## src/rtl/itf_pkg.sv

```systemverilog
// Shared types and constants for the integer to text formatter.
// Holds the request and character structs, ASCII codes and digit tables.
// No dependencies.
package itf_pkg;

    typedef struct packed {
        logic [31:0] magnitude;
        logic        is_negative;
        logic [4:0]  radix;
        logic [5:0]  min_digits;
        logic [5:0]  field_width;
        logic        zero_pad;
        logic        left_align;
        logic        plus_sign;
        logic        space_sign;
        logic        alt_form;
        logic        signed_conv;
        logic        upper_case;
    } t_itf_req;

    typedef struct packed {
        logic [7:0] out_char;
        logic       last_char;
    } t_itf_char;

    // Restoring division steps performed by the shared unit in one cycle.
    localparam int STEPS_PER_CYCLE = 8;

    localparam logic [5:0] WIDTH_CAP = 6'd48;

    localparam logic [7:0] CH_SPACE   = 8'h20;
    localparam logic [7:0] CH_PLUS    = 8'h2B;
    localparam logic [7:0] CH_MINUS   = 8'h2D;
    localparam logic [7:0] CH_ZERO    = 8'h30;
    localparam logic [7:0] CH_LOWER_B = 8'h62;
    localparam logic [7:0] CH_LOWER_X = 8'h78;

    // Written high digit first so that element d holds the character of digit d.
    localparam logic [15:0][7:0] UPPER_DIGITS = "FEDCBA9876543210";
    localparam logic [15:0][7:0] LOWER_DIGITS = "fedcba9876543210";

    function automatic logic [7:0] digit_char(input logic [3:0] d, input logic upper);
        digit_char = upper ? UPPER_DIGITS[d] : LOWER_DIGITS[d];
    endfunction

endpackage

```

## src/rtl/integer_to_text_formatter.sv

```systemverilog
// Integer to text formatter: one request in, a field of ASCII characters out.
// A request runs the shared divider over each digit in turn, then the prepare and load
// states, then emits one character per cycle; busy drops as the last character is strobed.
// Characters go out one per cycle, each for a single cycle; the receiver cannot stall.
// Synchronous active-low reset returns the sequencer to idle and drops the strobe.
module integer_to_text_formatter #(
    parameter int VALUE_BITS = 32,
    parameter int MAX_RADIX  = 16
) (
    input  logic              i_clk,
    input  logic              i_rst_n,
    input  logic              start,
    output logic              busy,
    input  itf_pkg::t_itf_req i_req,
    output logic              o_valid,
    output itf_pkg::t_itf_char o_char
);
    import itf_pkg::*;

    localparam int QW      = ((VALUE_BITS + STEPS_PER_CYCLE - 1) / STEPS_PER_CYCLE)
                             * STEPS_PER_CYCLE;
    localparam int CHUNKS  = QW / STEPS_PER_CYCLE;
    localparam int CHUNK_W = (CHUNKS > 1) ? $clog2(CHUNKS) : 1;
    localparam int CNT_W   = $clog2(VALUE_BITS + 1);
    localparam int IDX_W   = $clog2(VALUE_BITS);
    localparam int LEN_W   = (CNT_W > 6) ? CNT_W : 6;
    localparam int CORE_W  = LEN_W + 1;

    typedef enum logic [2:0] {
        ST_IDLE,
        ST_DIV,
        ST_PREP,
        ST_LOAD,
        ST_EMIT
    } t_state;

    typedef enum logic [2:0] {
        P_LPAD,
        P_SIGN,
        P_PFX0,
        P_PFXL,
        P_ZPAD,
        P_OCT,
        P_DIG,
        P_RPAD
    } t_phase;

    t_state               r_state, n_state;
    t_phase               r_phase, n_phase;
    logic [LEN_W-1:0]     r_left, n_left;
    logic [CNT_W-1:0]     r_n, n_n;
    logic [LEN_W-1:0]     r_prec, n_prec;
    logic [CHUNK_W-1:0]   r_chunk, n_chunk;
    logic [QW-1:0]        r_work, n_work;
    logic [3:0]           r_rem, n_rem;
    logic [4:0]           r_radix, n_radix;
    logic [5:0]           r_width, n_width;
    logic                 r_upper, n_upper;
    logic                 r_left_al, n_left_al;
    logic                 r_zp, n_zp;
    logic                 r_has_sign, n_has_sign;
    logic [7:0]           r_sign_ch, n_sign_ch;
    logic                 r_pfx, n_pfx;
    logic [7:0]           r_pfx_ch, n_pfx_ch;
    logic                 r_oct, n_oct;
    logic [5:0]           r_pad, n_pad;
    logic [7:0]           r_present, n_present;
    logic [IDX_W-1:0]     r_rd_idx, n_rd_idx;
    logic [3:0]           r_rd_data;
    logic                 r_out_valid, n_out_valid;
    t_itf_char            r_out, n_out;

    logic [3:0]           r_digit_mem [VALUE_BITS];

    logic [QW-1:0]        step_work;
    logic [3:0]           step_rem;
    logic                 chunk_last;
    logic                 digit_wr;

    itf_divstep #(
        .WORK_BITS(QW)
    ) u_divstep (
        .i_work (r_work),
        .i_rem  (r_rem),
        .i_radix(r_radix),
        .o_work (step_work),
        .o_rem  (step_rem)
    );

    // Lowest present phase at or after the given one.
    function automatic logic [3:0] find_phase(input logic [7:0] mask, input logic [3:0] from);
        logic [3:0] res;
        res = 4'd0;
        for (int i = 7; i >= 0; i--) begin
            if (mask[i] && (i >= int'(from))) begin
                res = {1'b1, 3'(i)};
            end
        end
        find_phase = res;
    endfunction

    function automatic logic [LEN_W-1:0] phase_len(input t_phase p, input logic [5:0] pad,
                                                   input logic [CNT_W-1:0] n);
        logic [LEN_W-1:0] len;
        unique case (p)
            P_LPAD, P_ZPAD, P_RPAD: len = LEN_W'(pad);
            P_DIG:                  len = LEN_W'(n);
            default:                len = LEN_W'(1);
        endcase
        phase_len = len;
    endfunction

    assign busy       = (r_state != ST_IDLE);
    assign o_valid    = r_out_valid;
    assign o_char     = r_out;
    assign chunk_last = (r_chunk == CHUNK_W'(CHUNKS - 1));
    assign digit_wr   = (r_state == ST_DIV) && chunk_last;

    always_comb begin
        logic [63:0]       mag64;
        logic [63:0]       mask64;
        logic [4:0]        rad;
        logic [CNT_W-1:0]  cnt_inc;
        logic [LEN_W-1:0]  prec_dec;
        logic [CORE_W-1:0] core;
        logic [3:0]        found;
        logic [7:0]        ch;
        logic              last;

        n_state     = r_state;
        n_phase     = r_phase;
        n_left      = r_left;
        n_n         = r_n;
        n_prec      = r_prec;
        n_chunk     = r_chunk;
        n_work      = r_work;
        n_rem       = r_rem;
        n_radix     = r_radix;
        n_width     = r_width;
        n_upper     = r_upper;
        n_left_al   = r_left_al;
        n_zp        = r_zp;
        n_has_sign  = r_has_sign;
        n_sign_ch   = r_sign_ch;
        n_pfx       = r_pfx;
        n_pfx_ch    = r_pfx_ch;
        n_oct       = r_oct;
        n_pad       = r_pad;
        n_present   = r_present;
        n_rd_idx    = r_rd_idx;
        n_out_valid = 1'b0;
        n_out       = r_out;

        mask64   = (VALUE_BITS >= 64) ? '1 : ((64'd1 << VALUE_BITS) - 64'd1);
        mag64    = {32'd0, i_req.magnitude} & mask64;
        rad      = i_req.radix;
        cnt_inc  = r_n + CNT_W'(1);
        prec_dec = (r_prec != '0) ? r_prec - LEN_W'(1) : '0;
        core     = '0;
        found    = '0;
        ch       = CH_SPACE;
        last     = 1'b0;

        unique case (r_state)
            ST_IDLE: begin
                if (start) begin
                    if (rad < 5'd2) begin
                        rad = 5'd2;
                    end else if (rad > 5'(MAX_RADIX)) begin
                        rad = 5'(MAX_RADIX);
                    end
                    n_radix   = rad;
                    n_work    = mag64[QW-1:0];
                    n_rem     = '0;
                    n_chunk   = '0;
                    n_n       = '0;
                    n_prec    = ({1'b0, i_req.min_digits} > 7'(VALUE_BITS))
                                ? LEN_W'(VALUE_BITS) : LEN_W'(i_req.min_digits);
                    n_width   = (i_req.field_width > WIDTH_CAP) ? WIDTH_CAP
                                : i_req.field_width;
                    n_upper   = i_req.upper_case;
                    n_left_al = i_req.left_align;
                    n_zp      = i_req.zero_pad && !i_req.left_align;
                    if (i_req.is_negative && i_req.signed_conv) begin
                        n_has_sign = 1'b1;
                        n_sign_ch  = CH_MINUS;
                    end else if (i_req.space_sign) begin
                        n_has_sign = 1'b1;
                        n_sign_ch  = CH_SPACE;
                    end else if (i_req.plus_sign) begin
                        n_has_sign = 1'b1;
                        n_sign_ch  = CH_PLUS;
                    end else begin
                        n_has_sign = 1'b0;
                        n_sign_ch  = CH_SPACE;
                    end
                    n_pfx    = i_req.alt_form && ((rad == 5'd2) || (rad == 5'd16));
                    n_pfx_ch = (rad == 5'd2) ? CH_LOWER_B : CH_LOWER_X;
                    n_oct    = i_req.alt_form && (rad == 5'd8);
                    n_state  = ST_DIV;
                end
            end
            ST_DIV: begin
                n_work  = step_work;
                n_rem   = step_rem;
                n_chunk = r_chunk + CHUNK_W'(1);
                if (chunk_last) begin
                    // A digit is complete: the remainder goes to the digit store.
                    n_chunk = '0;
                    n_rem   = '0;
                    n_n     = cnt_inc;
                    n_prec  = prec_dec;
                    if (!((step_work != '0) || (prec_dec != '0))
                        || (cnt_inc >= CNT_W'(VALUE_BITS))) begin
                        n_state = ST_PREP;
                    end
                end
            end
            ST_PREP: begin
                core = CORE_W'(r_n) + CORE_W'(r_has_sign) + CORE_W'(r_oct)
                     + ((r_pfx && !r_zp) ? CORE_W'(2) : CORE_W'(0));
                n_pad = (CORE_W'(r_width) > core) ? 6'(CORE_W'(r_width) - core) : 6'd0;
                n_present[P_LPAD] = !r_left_al && !r_zp && (n_pad != '0);
                n_present[P_SIGN] = r_has_sign;
                n_present[P_PFX0] = r_pfx;
                n_present[P_PFXL] = r_pfx;
                n_present[P_ZPAD] = r_zp && (n_pad != '0);
                n_present[P_OCT]  = r_oct;
                n_present[P_DIG]  = 1'b1;
                n_present[P_RPAD] = r_left_al && (n_pad != '0);
                n_rd_idx = IDX_W'(r_n - CNT_W'(1));
                n_state  = ST_LOAD;
            end
            ST_LOAD: begin
                found   = find_phase(r_present, 4'd0);
                n_phase = t_phase'(found[2:0]);
                n_left  = phase_len(t_phase'(found[2:0]), r_pad, r_n);
                n_state = ST_EMIT;
            end
            ST_EMIT: begin
                unique case (r_phase)
                    P_LPAD, P_RPAD:        ch = CH_SPACE;
                    P_SIGN:                ch = r_sign_ch;
                    P_PFXL:                ch = r_pfx_ch;
                    P_PFX0, P_ZPAD, P_OCT: ch = CH_ZERO;
                    P_DIG:                 ch = digit_char(r_rd_data, r_upper);
                    default:               ch = CH_SPACE;
                endcase
                if (r_phase == P_DIG) begin
                    n_rd_idx = r_rd_idx - IDX_W'(1);
                end
                if (r_left == LEN_W'(1)) begin
                    found = find_phase(r_present, {1'b0, r_phase} + 4'd1);
                    if (found[3]) begin
                        n_phase = t_phase'(found[2:0]);
                        n_left  = phase_len(t_phase'(found[2:0]), r_pad, r_n);
                    end else begin
                        last    = 1'b1;
                        n_state = ST_IDLE;
                    end
                end else begin
                    n_left = r_left - LEN_W'(1);
                end
                n_out_valid     = 1'b1;
                n_out.out_char  = ch;
                n_out.last_char = last;
            end
            default: n_state = ST_IDLE;
        endcase
    end

    always_ff @(posedge i_clk) begin
        if (!i_rst_n) begin
            r_state     <= ST_IDLE;
            r_out_valid <= 1'b0;
        end else begin
            r_state     <= n_state;
            r_out_valid <= n_out_valid;
        end
        r_phase    <= n_phase;
        r_left     <= n_left;
        r_n        <= n_n;
        r_prec     <= n_prec;
        r_chunk    <= n_chunk;
        r_work     <= n_work;
        r_rem      <= n_rem;
        r_radix    <= n_radix;
        r_width    <= n_width;
        r_upper    <= n_upper;
        r_left_al  <= n_left_al;
        r_zp       <= n_zp;
        r_has_sign <= n_has_sign;
        r_sign_ch  <= n_sign_ch;
        r_pfx      <= n_pfx;
        r_pfx_ch   <= n_pfx_ch;
        r_oct      <= n_oct;
        r_pad      <= n_pad;
        r_present  <= n_present;
        r_rd_idx   <= n_rd_idx;
        r_out      <= n_out;
    end

    // Digit store: written least significant digit first, read back in reverse.
    // The read address is the next index, so the read data tracks r_rd_idx.
    always_ff @(posedge i_clk) begin
        if (digit_wr) begin
            r_digit_mem[r_n[IDX_W-1:0]] <= step_rem;
        end
        r_rd_data <= r_digit_mem[n_rd_idx];
    end

    a_last_ends_field: assert property (@(posedge i_clk) disable iff (!i_rst_n)
        (o_valid && o_char.last_char) |=> !o_valid)
        else $error("character strobe continued past the final character");

    a_start_sets_busy: assert property (@(posedge i_clk) disable iff (!i_rst_n)
        (start && !busy) |=> busy)
        else $error("accepted transaction did not raise busy");

    a_digit_count_bound: assert property (@(posedge i_clk) disable iff (!i_rst_n)
        (r_state == ST_DIV) |-> (r_n < CNT_W'(VALUE_BITS)))
        else $error("digit count ran past the digit store depth");

    a_strobe_from_emit: assert property (@(posedge i_clk) disable iff (!i_rst_n)
        o_valid |-> $past(r_state == ST_EMIT))
        else $error("character strobe outside the emit sequence");

endmodule

```

## src/rtl/itf_divstep.sv

```systemverilog
// Shared divider unit: several restoring division steps by a small radix.
// Shifts quotient bits into the low end of the work word as dividend bits leave the top.
// Depends on itf_pkg.
module itf_divstep #(
    parameter int WORK_BITS = 32
) (
    input  logic [WORK_BITS-1:0] i_work,
    input  logic [3:0]           i_rem,
    input  logic [4:0]           i_radix,
    output logic [WORK_BITS-1:0] o_work,
    output logic [3:0]           o_rem
);
    import itf_pkg::*;

    always_comb begin
        logic [WORK_BITS-1:0] w;
        logic [4:0]           t;
        w = i_work;
        t = {1'b0, i_rem};
        for (int s = 0; s < STEPS_PER_CYCLE; s++) begin
            // The partial remainder stays below the radix, so it fits in four bits.
            t = {t[3:0], w[WORK_BITS-1]};
            if (t >= i_radix) begin
                t = t - i_radix;
                w = {w[WORK_BITS-2:0], 1'b1};
            end else begin
                w = {w[WORK_BITS-2:0], 1'b0};
            end
        end
        o_work = w;
        o_rem  = t[3:0];
    end

endmodule

```

## config.mk

```make
export PLATFORM = sky130hd
export DESIGN_NAME = integer_to_text_formatter
export DESIGN_NICKNAME = d
export VERILOG_FILES = /design/src/rtl/itf_pkg.sv /design/src/rtl/integer_to_text_formatter.sv /design/src/rtl/itf_divstep.sv
export SDC_FILE = /design/constraint.sdc
export NUM_CORES = 1
export LEC_CHECK = 0
export BUFFER_PORTS_ARGS = -buffer_cell sky130_fd_sc_hd__buf_2
export CELL_PAD_IN_SITES_DETAIL_PLACEMENT = 0
export CELL_PAD_IN_SITES_GLOBAL_PLACEMENT = 1
export CORE_ASPECT_RATIO = 0.6
export CORE_MARGIN = 2
export CORE_UTILIZATION = 35
export DETAILED_ROUTE_END_ITERATION = 10
export PLACE_DENSITY = 0.65
export REMOVE_ABC_BUFFERS = 1
export SETUP_SLACK_MARGIN = 0.1
export SYNTH_ARGS = -nofsm -noshare
export SYNTH_HDL_FRONTEND = slang
export SYNTH_SLANG_ARGS = --single-unit
```

## constraint.sdc

```tcl
create_clock -name i_clk -period 18.6 [get_ports i_clk]
set_clock_uncertainty 0.05 [all_clocks]
set_input_delay 2.79 -clock i_clk [delete_from_list [all_inputs] [get_ports i_clk]]
set_output_delay 2.79 -clock i_clk [all_outputs]
set_load 0.005 [all_outputs]
```

# --- After elaboration in Yosys (flattened, before gate mapping) ---
# Memory sizes are Yosys's and may differ from the RTL's. A register that Yosys moved wholly into a read port is not among the register bits.
# Index checks and enable logic that the tools add are counted.
totals:
  reg_bits: 123
  mem_bits_rw: 128
  rom_bits: 256
  out_inout_bits: 11
  elab_cells: 228
  mem_count: 3
op_classes:
  addsub: 19
  magnitude_cmp: 23
  n_eq_ne: 29
  muxes: 83
  reduce_logical: 46
memory_table:
  columns: ["memory", "words", "width", "rd", "rd_clocked_by_memory_dff", "write_ports", "line_no", "rtl"]
  rows:
  - ["(name not given)", 16, 8, 1, 0, 0, "itf_pkg.sv:43", "digit_char = upper ? UPPER_DIGITS[d] : LOWER_DIGITS[d];"]
  - ["(name not given)", 16, 8, 1, 0, 0, "itf_pkg.sv:43", null]
  - ["r_digit_mem", 32, 4, 1, 1, 1, "integer_to_text_formatter.sv:73", "logic [3:0] r_digit_mem [VALUE_BITS];"]
op_table:
  columns: ["op", "count"]
  rows:
  - ["4-bit 2-to-1 mux", 22]
  - ["32-bit case mux with 2 select lines", 1]
  - ["6-bit case mux with 2 select lines", 5]
  - ["6-bit 2-to-1 mux", 9]
  - ["5-bit greater-or-equal comparator", 8]
  - ["8-bit case mux with 5 select lines", 1]
  - ["3-bit 2-to-1 mux", 12]
  - ["3-bit equality test (second input constant)", 11]
  - ["32-bit 2-to-1 mux", 1]
  - ["32-bit nonzero test", 1]
  - ["4-bit subtractor", 8]
  - ["5-bit 2-to-1 mux", 6]
  - ["8-bit 2-to-1 mux", 3]
  - ["6-bit nonzero test", 3]
  - ["1-bit logical AND", 17]
  - ["3-bit by 4-bit greater-or-equal comparator with 1-bit output (first input constant)", 4]
  - ["3-bit case mux with 5 select lines", 1]
  - ["1-bit 2-to-1 mux", 13]
  - ["3-bit by 2-bit equality test with 1-bit output (second input constant)", 4]
  - ["6-bit greater-than comparator (second input constant)", 2]
  - ["3-bit zero test", 4]
  - ["6-bit by 1-bit subtractor with 6-bit output (second input constant)", 2]
  - ["2-bit 2-to-1 mux", 5]
  - ["2-bit inequality test (second input constant)", 5]
  - ["other kinds (36)", 52]

# --- Depth between registers and ports, before layout ---
# Gate-level depths: netlist (run 1).
depth:
  ltp_word: 23
  ltp_mapped: 51

# --- Modules after synthesis ---
# A second synthesis (run 1) with hierarchy kept.
hier_totals:
  hier_cells: 1161
  hier_area_um2: 13285.2
modules_own_cells:
  columns: ["module", "instances", "cells_per_inst", "area_each_um2"]
  rows:
  - ["integer_to_text_formatter", 1, 924, 11353.4]
  - ["itf_divstep", 1, 237, 1931.9]

# --- Worst setup path after synthesis (run 1) ---
# No wires, ideal clock.
synth_path:
  path_type: "register to register"
  from: "register r_radix[1]"
  to: "memory r_digit_mem[0][0], data pin"
  setup_ns: 0.377
  arrival_ns: 10.925
  t_required_ns: 18.173
  slack_ns: 7.248
  path_stages_with_launch: 44
  path_cell_list: "edfxtp_1 inv_1 ha_1 a21o_1 a21oi_1 o21ai_1 mux2_2 ha_1 a21oi_1 o21ai_1 mux2_2 ha_1 nand2_1 o21ai_0 clkbuf_1 mux2_2 ha_1 nand2_1 (+8 left out) inv_1 ha_1 a21oi_1 o21a_1 nor3_1 or2_2 ha_1 a21o_1 a21o_1 a211o_1 nand3_1 a21boi_0 ha_1 a21o_1 a21o_1 a211oi_1 nor2_1 a21oi_1"
synth_via:
  elab_chain_len: 16
  elab_cells_between_ends: 23
  cone_classes: "add/sub (7); order compare (8); mux (8)"
synth_rtl:
  columns: ["element", "line_no", "rtl"]
  rows:
  - ["start: declaration", "integer_to_text_formatter.sv:56", "logic [4:0] r_radix, n_radix;"]
  - ["start signal: assignment", "integer_to_text_formatter.sv:287", "r_radix <= n_radix;"]
  - ["4-bit subtractor or 5-bit greater-or-equal comparator (tied branches)", "itf_divstep.sv:24, itf_divstep.sv:23", null]
  - ["4-bit 2-to-1 mux", "itf_divstep.sv:23", "if (t >= i_radix) begin"]
  - ["4-bit subtractor or 5-bit greater-or-equal comparator (tied branches)", "itf_divstep.sv:24, itf_divstep.sv:23", null]
  - ["4-bit 2-to-1 mux", "itf_divstep.sv:23", null]
  - ["4-bit subtractor or 5-bit greater-or-equal comparator (tied branches)", "itf_divstep.sv:24, itf_divstep.sv:23", null]
  - ["4-bit 2-to-1 mux", "itf_divstep.sv:23", null]
  - ["5-bit greater-or-equal comparator or 4-bit subtractor (tied branches)", "itf_divstep.sv:23, itf_divstep.sv:24", null]
  - ["4-bit 2-to-1 mux", "itf_divstep.sv:23", null]
  - ["4-bit subtractor or 5-bit greater-or-equal comparator (tied branches)", "itf_divstep.sv:24, itf_divstep.sv:23", null]
  - ["4-bit 2-to-1 mux", "itf_divstep.sv:23", null]
  - ["4-bit subtractor or 5-bit greater-or-equal comparator (tied branches)", "itf_divstep.sv:24, itf_divstep.sv:23", null]
  - ["4-bit 2-to-1 mux", "itf_divstep.sv:23", null]
  - ["4-bit subtractor or 5-bit greater-or-equal comparator (tied branches)", "itf_divstep.sv:24, itf_divstep.sv:23", null]
  - ["4-bit 2-to-1 mux", "itf_divstep.sv:23", null]
  - ["5-bit greater-or-equal comparator (*)", "itf_divstep.sv:23", null]
  - ["4-bit 2-to-1 mux (*)", "itf_divstep.sv:23", null]
  - ["via step_rem[0]", "integer_to_text_formatter.sv:76", "logic [3:0] step_rem;"]
  - ["end: declaration", "integer_to_text_formatter.sv:73", null]
# Mark *: on every way through the listed nets, which the timed path passes. The rest lies on a longest branch.

# --- Worst setup path in the final report (run 1) ---
layout_path:
  from: "register r_radix[1]"
  to: "memory r_digit_mem[16][3], data pin"
layout_via:
  elab_chain_len: 16
  elab_cells_between_ends: 24
  cone_classes: "add/sub (8); order compare (8); mux (8)"
layout_rtl:
  columns: ["element", "line_no"]
  rows:
  - ["4-bit subtractor or 5-bit greater-or-equal comparator (tied branches)", "itf_divstep.sv:24, itf_divstep.sv:23"]
  - ["4-bit 2-to-1 mux", "itf_divstep.sv:23"]
  - ["4-bit subtractor or 5-bit greater-or-equal comparator (tied branches)", "itf_divstep.sv:24, itf_divstep.sv:23"]
  - ["4-bit 2-to-1 mux", "itf_divstep.sv:23"]
  - ["4-bit subtractor or 5-bit greater-or-equal comparator (tied branches)", "itf_divstep.sv:24, itf_divstep.sv:23"]
  - ["4-bit 2-to-1 mux", "itf_divstep.sv:23"]
  - ["5-bit greater-or-equal comparator or 4-bit subtractor (tied branches)", "itf_divstep.sv:23, itf_divstep.sv:24"]
  - ["4-bit 2-to-1 mux", "itf_divstep.sv:23"]
  - ["4-bit subtractor or 5-bit greater-or-equal comparator (tied branches)", "itf_divstep.sv:24, itf_divstep.sv:23"]
  - ["4-bit 2-to-1 mux", "itf_divstep.sv:23"]
  - ["4-bit subtractor or 5-bit greater-or-equal comparator (tied branches)", "itf_divstep.sv:24, itf_divstep.sv:23"]
  - ["4-bit 2-to-1 mux", "itf_divstep.sv:23"]
  - ["5-bit greater-or-equal comparator or 4-bit subtractor (tied branches)", "itf_divstep.sv:23, itf_divstep.sv:24"]
  - ["4-bit 2-to-1 mux", "itf_divstep.sv:23"]
  - ["4-bit subtractor or 5-bit greater-or-equal comparator (tied branches)", "itf_divstep.sv:24, itf_divstep.sv:23"]
  - ["4-bit 2-to-1 mux (*)", "itf_divstep.sv:23"]
  - ["via step_rem[3]", "integer_to_text_formatter.sv:76"]
# Marks and branches as above.

==> results of run 1 <==
-- worst reg2reg max path: cells and delay by family, from the launching register on --
family | cells | cell delay [ns]
AND/OR/NAND/NOR | 5 | 1.47
multiplexers | 4 | 1.41
adder cells (fa/ha/maj) | 8 | 2.61
flip-flops | 1 | 0.67
buffers and inverters | 4 | 0.87
AO/OA/AOI/OAI | 25 | 5.44
-- worst paths after layout --
| path | cells after the start | slack [ns] | end | start |
|---|---|---|---|---|
| setup / recovery | 46 | 5.71 | r_digit_mem[16][3] | r_radix[1] |
| hold / removal | 2 | 0.50 | r_work[23] | r_work[15] |
| setup reg to reg | 46 | 5.71 | r_digit_mem[16][3] | r_radix[1] |
| hold reg to reg | 2 | 0.50 | r_work[23] | r_work[15] |
-- logic make-up (layout without fill, tap and decap cells) --
| family | after synthesis | in the layout |
|---|---|---|
| simple gates | 438 | 438 |
| compound gates | 256 | 256 |
| flops | 242 | 242 |
| buf+inv | 124 | 196 |
| fa+ha+maj | 77 | 77 |
| xor+xnor | 34 | 34 |
| mux | 30 | 30 |
| other cells | 1 | 1 |
-- placed cells by master (no fill, tap or decap), drive strengths merged, types with 6 or more instances in the layout --
cell type  count
clkbuf        33
a21oi         53
buf           81
or3b           6
o21ai         41
a211oi        33
dfxtp         13
a221oi        12
clkinv         9
and2          16
nand3b        11
nor3b         12
o211ai        11
fa            11
a31oi         11
nor2          85
nand3         27
a2111oi        6
inv           72
a21o          21
mux2           9
nand2        181
xnor2         22
ha            66
nor2b          7
a32oi         12
and3          26
nor4           9
o31ai          6
or2            8
mux2i         21
nand2b        17
xor2          12
edfxtp       229
nor3          14
-- area by class of cell --
cell class                      instances  area share
Clock buffer                           33     0.04488
Inverter                               72     0.01839
Multi-Input combinational cell        836      0.3781
Clock inverter                         10    0.004725
Timing Repair Buffer                   81     0.02936
Tap cell                              513     0.04328
Sequential cell                       242      0.4812
-- flip-flops by register name (all words and copies together) (netlist names), 6 cells and up --
register	count
r_digit_mem	128
r_work	32
o_char	8
r_left	6
r_n	6
r_pad	6
r_prec	6
r_present	6
r_width	6
-- metal layers --
layer	track usage	routed length, um	vias to the layer above
li1	-	-	4559
met1	0.2991	18730	4612
met2	0.2301	12980	272
met3	0.04039	2768	32
met4	0.02618	375	0
met5	0	0	-
-- per-stage QoR --
| step | util | hold slack [ns] | instance area [sq um] | setup WS, ns |
|---|---|---|---|---|
| final | 0.3954 | 0.4999 | 14830 | 5.712 |
| after global placement | 0.3758 | 0.4787 | 14090 | 6.031 |
| after detailed placement | 0.3758 | 0.4811 | 14090 | 5.747 |
| after floorplan | - | 0.3775 | 12990 | 6.761 |
| after global routing | 0.3954 | 0.5320 | 14830 | 4.575 |
| after CTS | 0.3954 | 0.4975 | 14830 | 5.704 |
==> summary.txt, run 1 <==
Status: completed
Worst Path Max Fanout: 32
Total gr overflow: 0
Final Max Slew Viols: 0
Area of the mapped netlist: 0.01325 sq mm
Ports: 71
Vias in the first global route: 8975
All-layer global routing usage: 0.1787
Layout cells sized above 1: 0.1209
Clock Tree Root: clkbuf_16
Critical path buffers and inverters: 4
Req. time, crit path: 18.74 ns
Post-synthesis mux area share: 0.02351
Most used DFF post-synth: edfxtp_1
Most common cell in the netlist: edfxtp_1
Measured slew at the worst slew-check pin: 1.172 ns
H-tree depth: 1
Adder-cell area share of the yosys netlist: 0.07892
Simple-gate share of the synthesized area: 0.1601
I/O Buffers: 69
Synth warn: 0
Tmin final: 12.89 ns
Max-Cap Viols: 0
DR iter-0 viols: 1009
Max stage delay on crit path: 0.74 ns
Via count: 9475
Die width: 255.2 um
Period utilization: 0.6929
RD Place Congestion: 0.8819
Worst min-delay path class: reg2reg
CTS clock-pin slew for the worst setup and hold paths: 0.06 ns
Floorplan row count: 55
Post-synthesis compound-gate area fraction: 0.1360
Initial antenna violation count: 0
Gate Count Post-Synth: 1202
Post-CTS Setup Repair Bufs: 0
CP Launch Type: flop
Routed len/inst: 19.50 um
Data arrival, critical path: 13.02 ns
Slowest-stage cell, CP: nand2_1
Distinct cells, synth: 83
Syn Area/Cell: 11.03 sq um
Total length of routed wires: 34850 um
# setup viols final: 0
Non-Filler Instances: 1787
EDFF count, synth: 229
Synth Area in XOR/XNOR: 0.02247
CTS Sinks: 242
Seq/Total Area, Yosys: 0.5385
Area added between synthesis and finish: 11.89%
Vias per inst: 5.302
Element type at the critical path end: flop
NumNets Final: 1394
Synth cell count leaders: edfxtp_1 (229), nand2_1 (181), nor2_1 (85), inv_1 (70), ha_1 (66)
Chip height: 154.7 um
First-pass GRT wire length: 53960 um
Cts bufs inserted: 24
Clock Path Buffers: 3
Skew-Pair Late Insertion Delay: 0.53 ns
Count of antenna diodes in the layout: 0
Crit-path leading delay family: compound AO/OA/AOI/OAI gates
Yosys reg bits: 242
Total negative slack: 0 ns
Crit path kind: reg2reg
Post-route antenna net violation count: 0
Rel. slew slack: 0.2165
Synth async-reset ratio: 0
Synth top area cells: edfxtp_1 (52%), ha_1 (6.2%), nand2_1 (5.1%), nor2_1 (2.4%), a21oi_1 (2.0%)
Largest family of logic cells by synthesized area: simple AND/OR/NAND/NOR gates
Core Footprint: 0.03750 sq mm
DRT Pass-1 Iters: 5
Largest net degree at the start of global routing: 66
RSZ-0062 raised after global routing: false
DP Cell Count: 1744
DP HPWL: 24820 um
Die area: 0.03949 sq mm
Post-CTS Resized: 0
Fillers: 3614
Synth top area share: 0.5188
TritonCTS clock tree: built
FF+latch area: 0.007137 sq mm
Initial Util: 0.3534
Final Hold Viols: 0
Hold Buf Count CTS: 0
DRC viols: 0
Maximum clock rate: 77.59 MHz
Cell taking the most area after synthesis: edfxtp_1
Multi-input logic area: 0.005608 sq mm
Power of run 1 is not shown: default switching activity piles up to over one toggle a cycle in this logic, so the estimate is an artifact.
==> inputs of run 2 (changes only) <==
clock period = 11.9 ns   (was 18.6 ns; I/O delays follow)
==> run 2 against run 1 <==
- count of clock-buffer cells in the layout shrank 3
- final area grew 1.3%
- register-to-register slack lost 4.7 ns
- sequential share of layout area shrank 0.64 points
- critical path type unchanged
- critical endpoint is now r_state[0]
- highest routed layer unchanged
==> summary.txt, run 2 (same netlist as run 1, synthesis figures left out) <==
Crit path kind: reg2reg (unchanged)
Measured slew at the worst slew-check pin: 1.035 ns (was 1.172 ns)
Tmin final: 10.89 ns (was 12.89 ns)
Ports: 71 (unchanged)
Rel. slew slack: 0.3028 (was 0.2165)
Status: completed (unchanged)
CP Launch Type: flop (unchanged)
Vias in the first global route: 9116 (was 8975)
Data arrival, critical path: 11.27 ns (was 13.02 ns)
Maximum clock rate: 91.86 MHz (was 77.59 MHz)
Max reg flops: 128 (unchanged)
Chip height: 154.7 um (unchanged)
Total gr overflow: 0 (unchanged)
Post-CTS Setup Repair Bufs: 0 (unchanged)
All-layer global routing usage: 0.1830 (was 0.1787)
Worst R2R Start: r_radix[0] (was r_radix[1])
Hold Buf Count CTS: 0 (unchanged)
Worst Reg-to-Reg Cells: 48 (was 46)
Fillers: 3596 (was 3614)
DRT Pass-1 Iters: 6 (was 5)
Max-Cap Viols: 0 (unchanged)
Area added between synthesis and finish: 13.41% (was 11.89%)
Period utilization: 0.9148 (was 0.6929)
Max stage delay on crit path: 0.65 ns (was 0.74 ns)
RSZ-0062 raised after global routing: false (unchanged)
DP HPWL: 25170 um (was 24820 um)
Die area: 0.03949 sq mm (unchanged)
Layout cells sized above 1: 0.1359 (was 0.1209)
Cell repeated most along the worst path: ha_1
Die width: 255.2 um (unchanged)
Commonest cells after routing, fill and taps aside: edfxtp_1 (229), nand2_1 (181), nor2_1 (84), inv_1 (70), buf_2 (69) (unchanged)
WHS Endpoint: r_work[23] (unchanged)
CTS clock-pin slew for the worst setup and hold paths: 0.06 ns (about the same)
Hold Startpoint: r_work[15] (unchanged)
Reg2reg setup slack: 1.01 ns (was 5.71 ns)
Clock Tree Root: clkbuf_16 (unchanged)
CTS Sinks: 242 (unchanged)
Element type at the critical path end: flop (unchanged)
Slowest-stage cell, CP: or4b_1 (was nand2_1)
Routed len/inst: 19.74 um (was 19.50 um)
TritonCTS clock tree: built (unchanged)
Initial antenna violation count: 1 (was 0)
Cts bufs inserted: 25 (was 24)
Dpl cell area: 0.01418 sq mm (was 0.01409 sq mm)
Hold Path Stages: 2 (unchanged)
Commonest non-fill, non-tap cell in the layout: edfxtp_1 (unchanged)
RD Place Congestion: 0.8738 (was 0.8819)
Skew-Pair Late Insertion Delay: 0.54 ns (was 0.53 ns)
Count of antenna diodes in the layout: 0 (unchanged)
Initial Util: 0.3534 (unchanged)
Largest net degree at the start of global routing: 66 (unchanged)
Core Footprint: 0.03750 sq mm (unchanged)
Total length of routed wires: 35540 um (was 34850 um)
Worst Path Max Fanout: 12 (was 32)
I/O Buffers: 69 (unchanged)
Post-CTS Resized: 0 (unchanged)
Req. time, crit path: 12.29 ns (was 18.74 ns)
Final Hold Viols: 0 (unchanged)
Worst min-delay path class: reg2reg (unchanged)
Post-route antenna net violation count: 0 (unchanged)
RR Endpoint: r_state[0] (was r_digit_mem[16][3])
Final Max Slew Viols: 0 (unchanged)
DRC viols: 0 (unchanged)
First-pass GRT wire length: 55190 um (was 53960 um)
# setup viols final: 0 (unchanged)
Via count: 9524 (was 9475)
H-tree depth: 1 (unchanged)
Final instance area: 0.01503 sq mm (was 0.01483 sq mm)
Vias per inst: 5.288 (was 5.302)
Clock Path Buffers: 3 (unchanged)
Total negative slack: 0 ns (unchanged)
DR iter-0 viols: 806 (was 1009)
NumNets Final: 1406 (was 1394)
Floorplan row count: 55 (unchanged)
run 2: cell count changes in the layout (fill, tap and decap cells not counted), moves of 2 or more:
cell and delta:
o21ai_0 -2, clkbuf_1 -2, bufinv_16 +3, o21ai_2 +4, o21ai_1 -2, inv_6 +2, buf_4 +10
run 2: worst max-delay path, delay by kind of cell, from the launching register on:
| kind | cells | cell delay [ns] |
|---|---|---|
| flip-flops | 1 | 0.38 |
| AND/OR/NAND/NOR | 7 | 1.55 |
| AO/OA/AOI/OAI | 26 | 4.96 |
| buffers and inverters | 4 | 0.50 |
| adder cells (fa/ha/maj) | 8 | 2.40 |
| multiplexers | 3 | 0.92 |
run 2: metrics by stage:
step                      hold slack [ns]  setup slack (ns)  cells    util
after floorplan                    0.3775           0.06054   1150       -
after global placement             0.4784            0.4480   1755  0.3780
after detailed placement           0.4805            0.2449   1755  0.3780
after CTS                          0.5006            0.2221   1801  0.4000
after global routing               0.5300           0.09452   1801  0.4008
final                              0.5002             1.014   1801  0.4008
run 2: worst max-delay path by stage:
| stage | start | endpoint | slack (ns) | cells past startpoint |
|---|---|---|---|---|
| floorplan | r_radix[1] | r_digit_mem[0][0] | 0.06 | 44 |
| global placement | r_radix[0] | r_state[0] | 0.45 | 45 |
| detailed placement | r_work[31] | r_digit_mem[16][3] | 0.24 | 48 |
| CTS | r_radix[0] | r_digit_mem[21][3] | 0.22 | 47 |
| global route | r_radix[0] | r_state[0] | 0.09 | 48 |
| finish | r_radix[0] | r_state[0] | 1.01 | 48 |
run 2: metal layers:
metal | vias to the layer above | global-route usage | wire (um)
met1 | 4642 | 0.3063 | 19320
met4 | 0 | 0.03397 | 585
met5 | - | 0 | 0
li1 | 4581 | - | -
met2 | 262 | 0.2352 | 13220
met3 | 39 | 0.03719 | 2411
run 2: layout make-up:
| type | instances | area [sq um] | share of cell area |
|---|---|---|---|
| flip-flops and latches | 242 | 7137 | 0.4748 |
| multi-input cells | 836 | 5632 | 0.3747 |
| clock buffers | 30 | 644.4 | 0.04287 |
| well taps | 513 | 641.9 | 0.04270 |
| repair buffers | 92 | 521.8 | 0.03471 |
| inverters | 72 | 272.8 | 0.01815 |
| clock inverters | 16 | 181.4 | 0.01207 |
Power of run 2 is left out for the same reason.
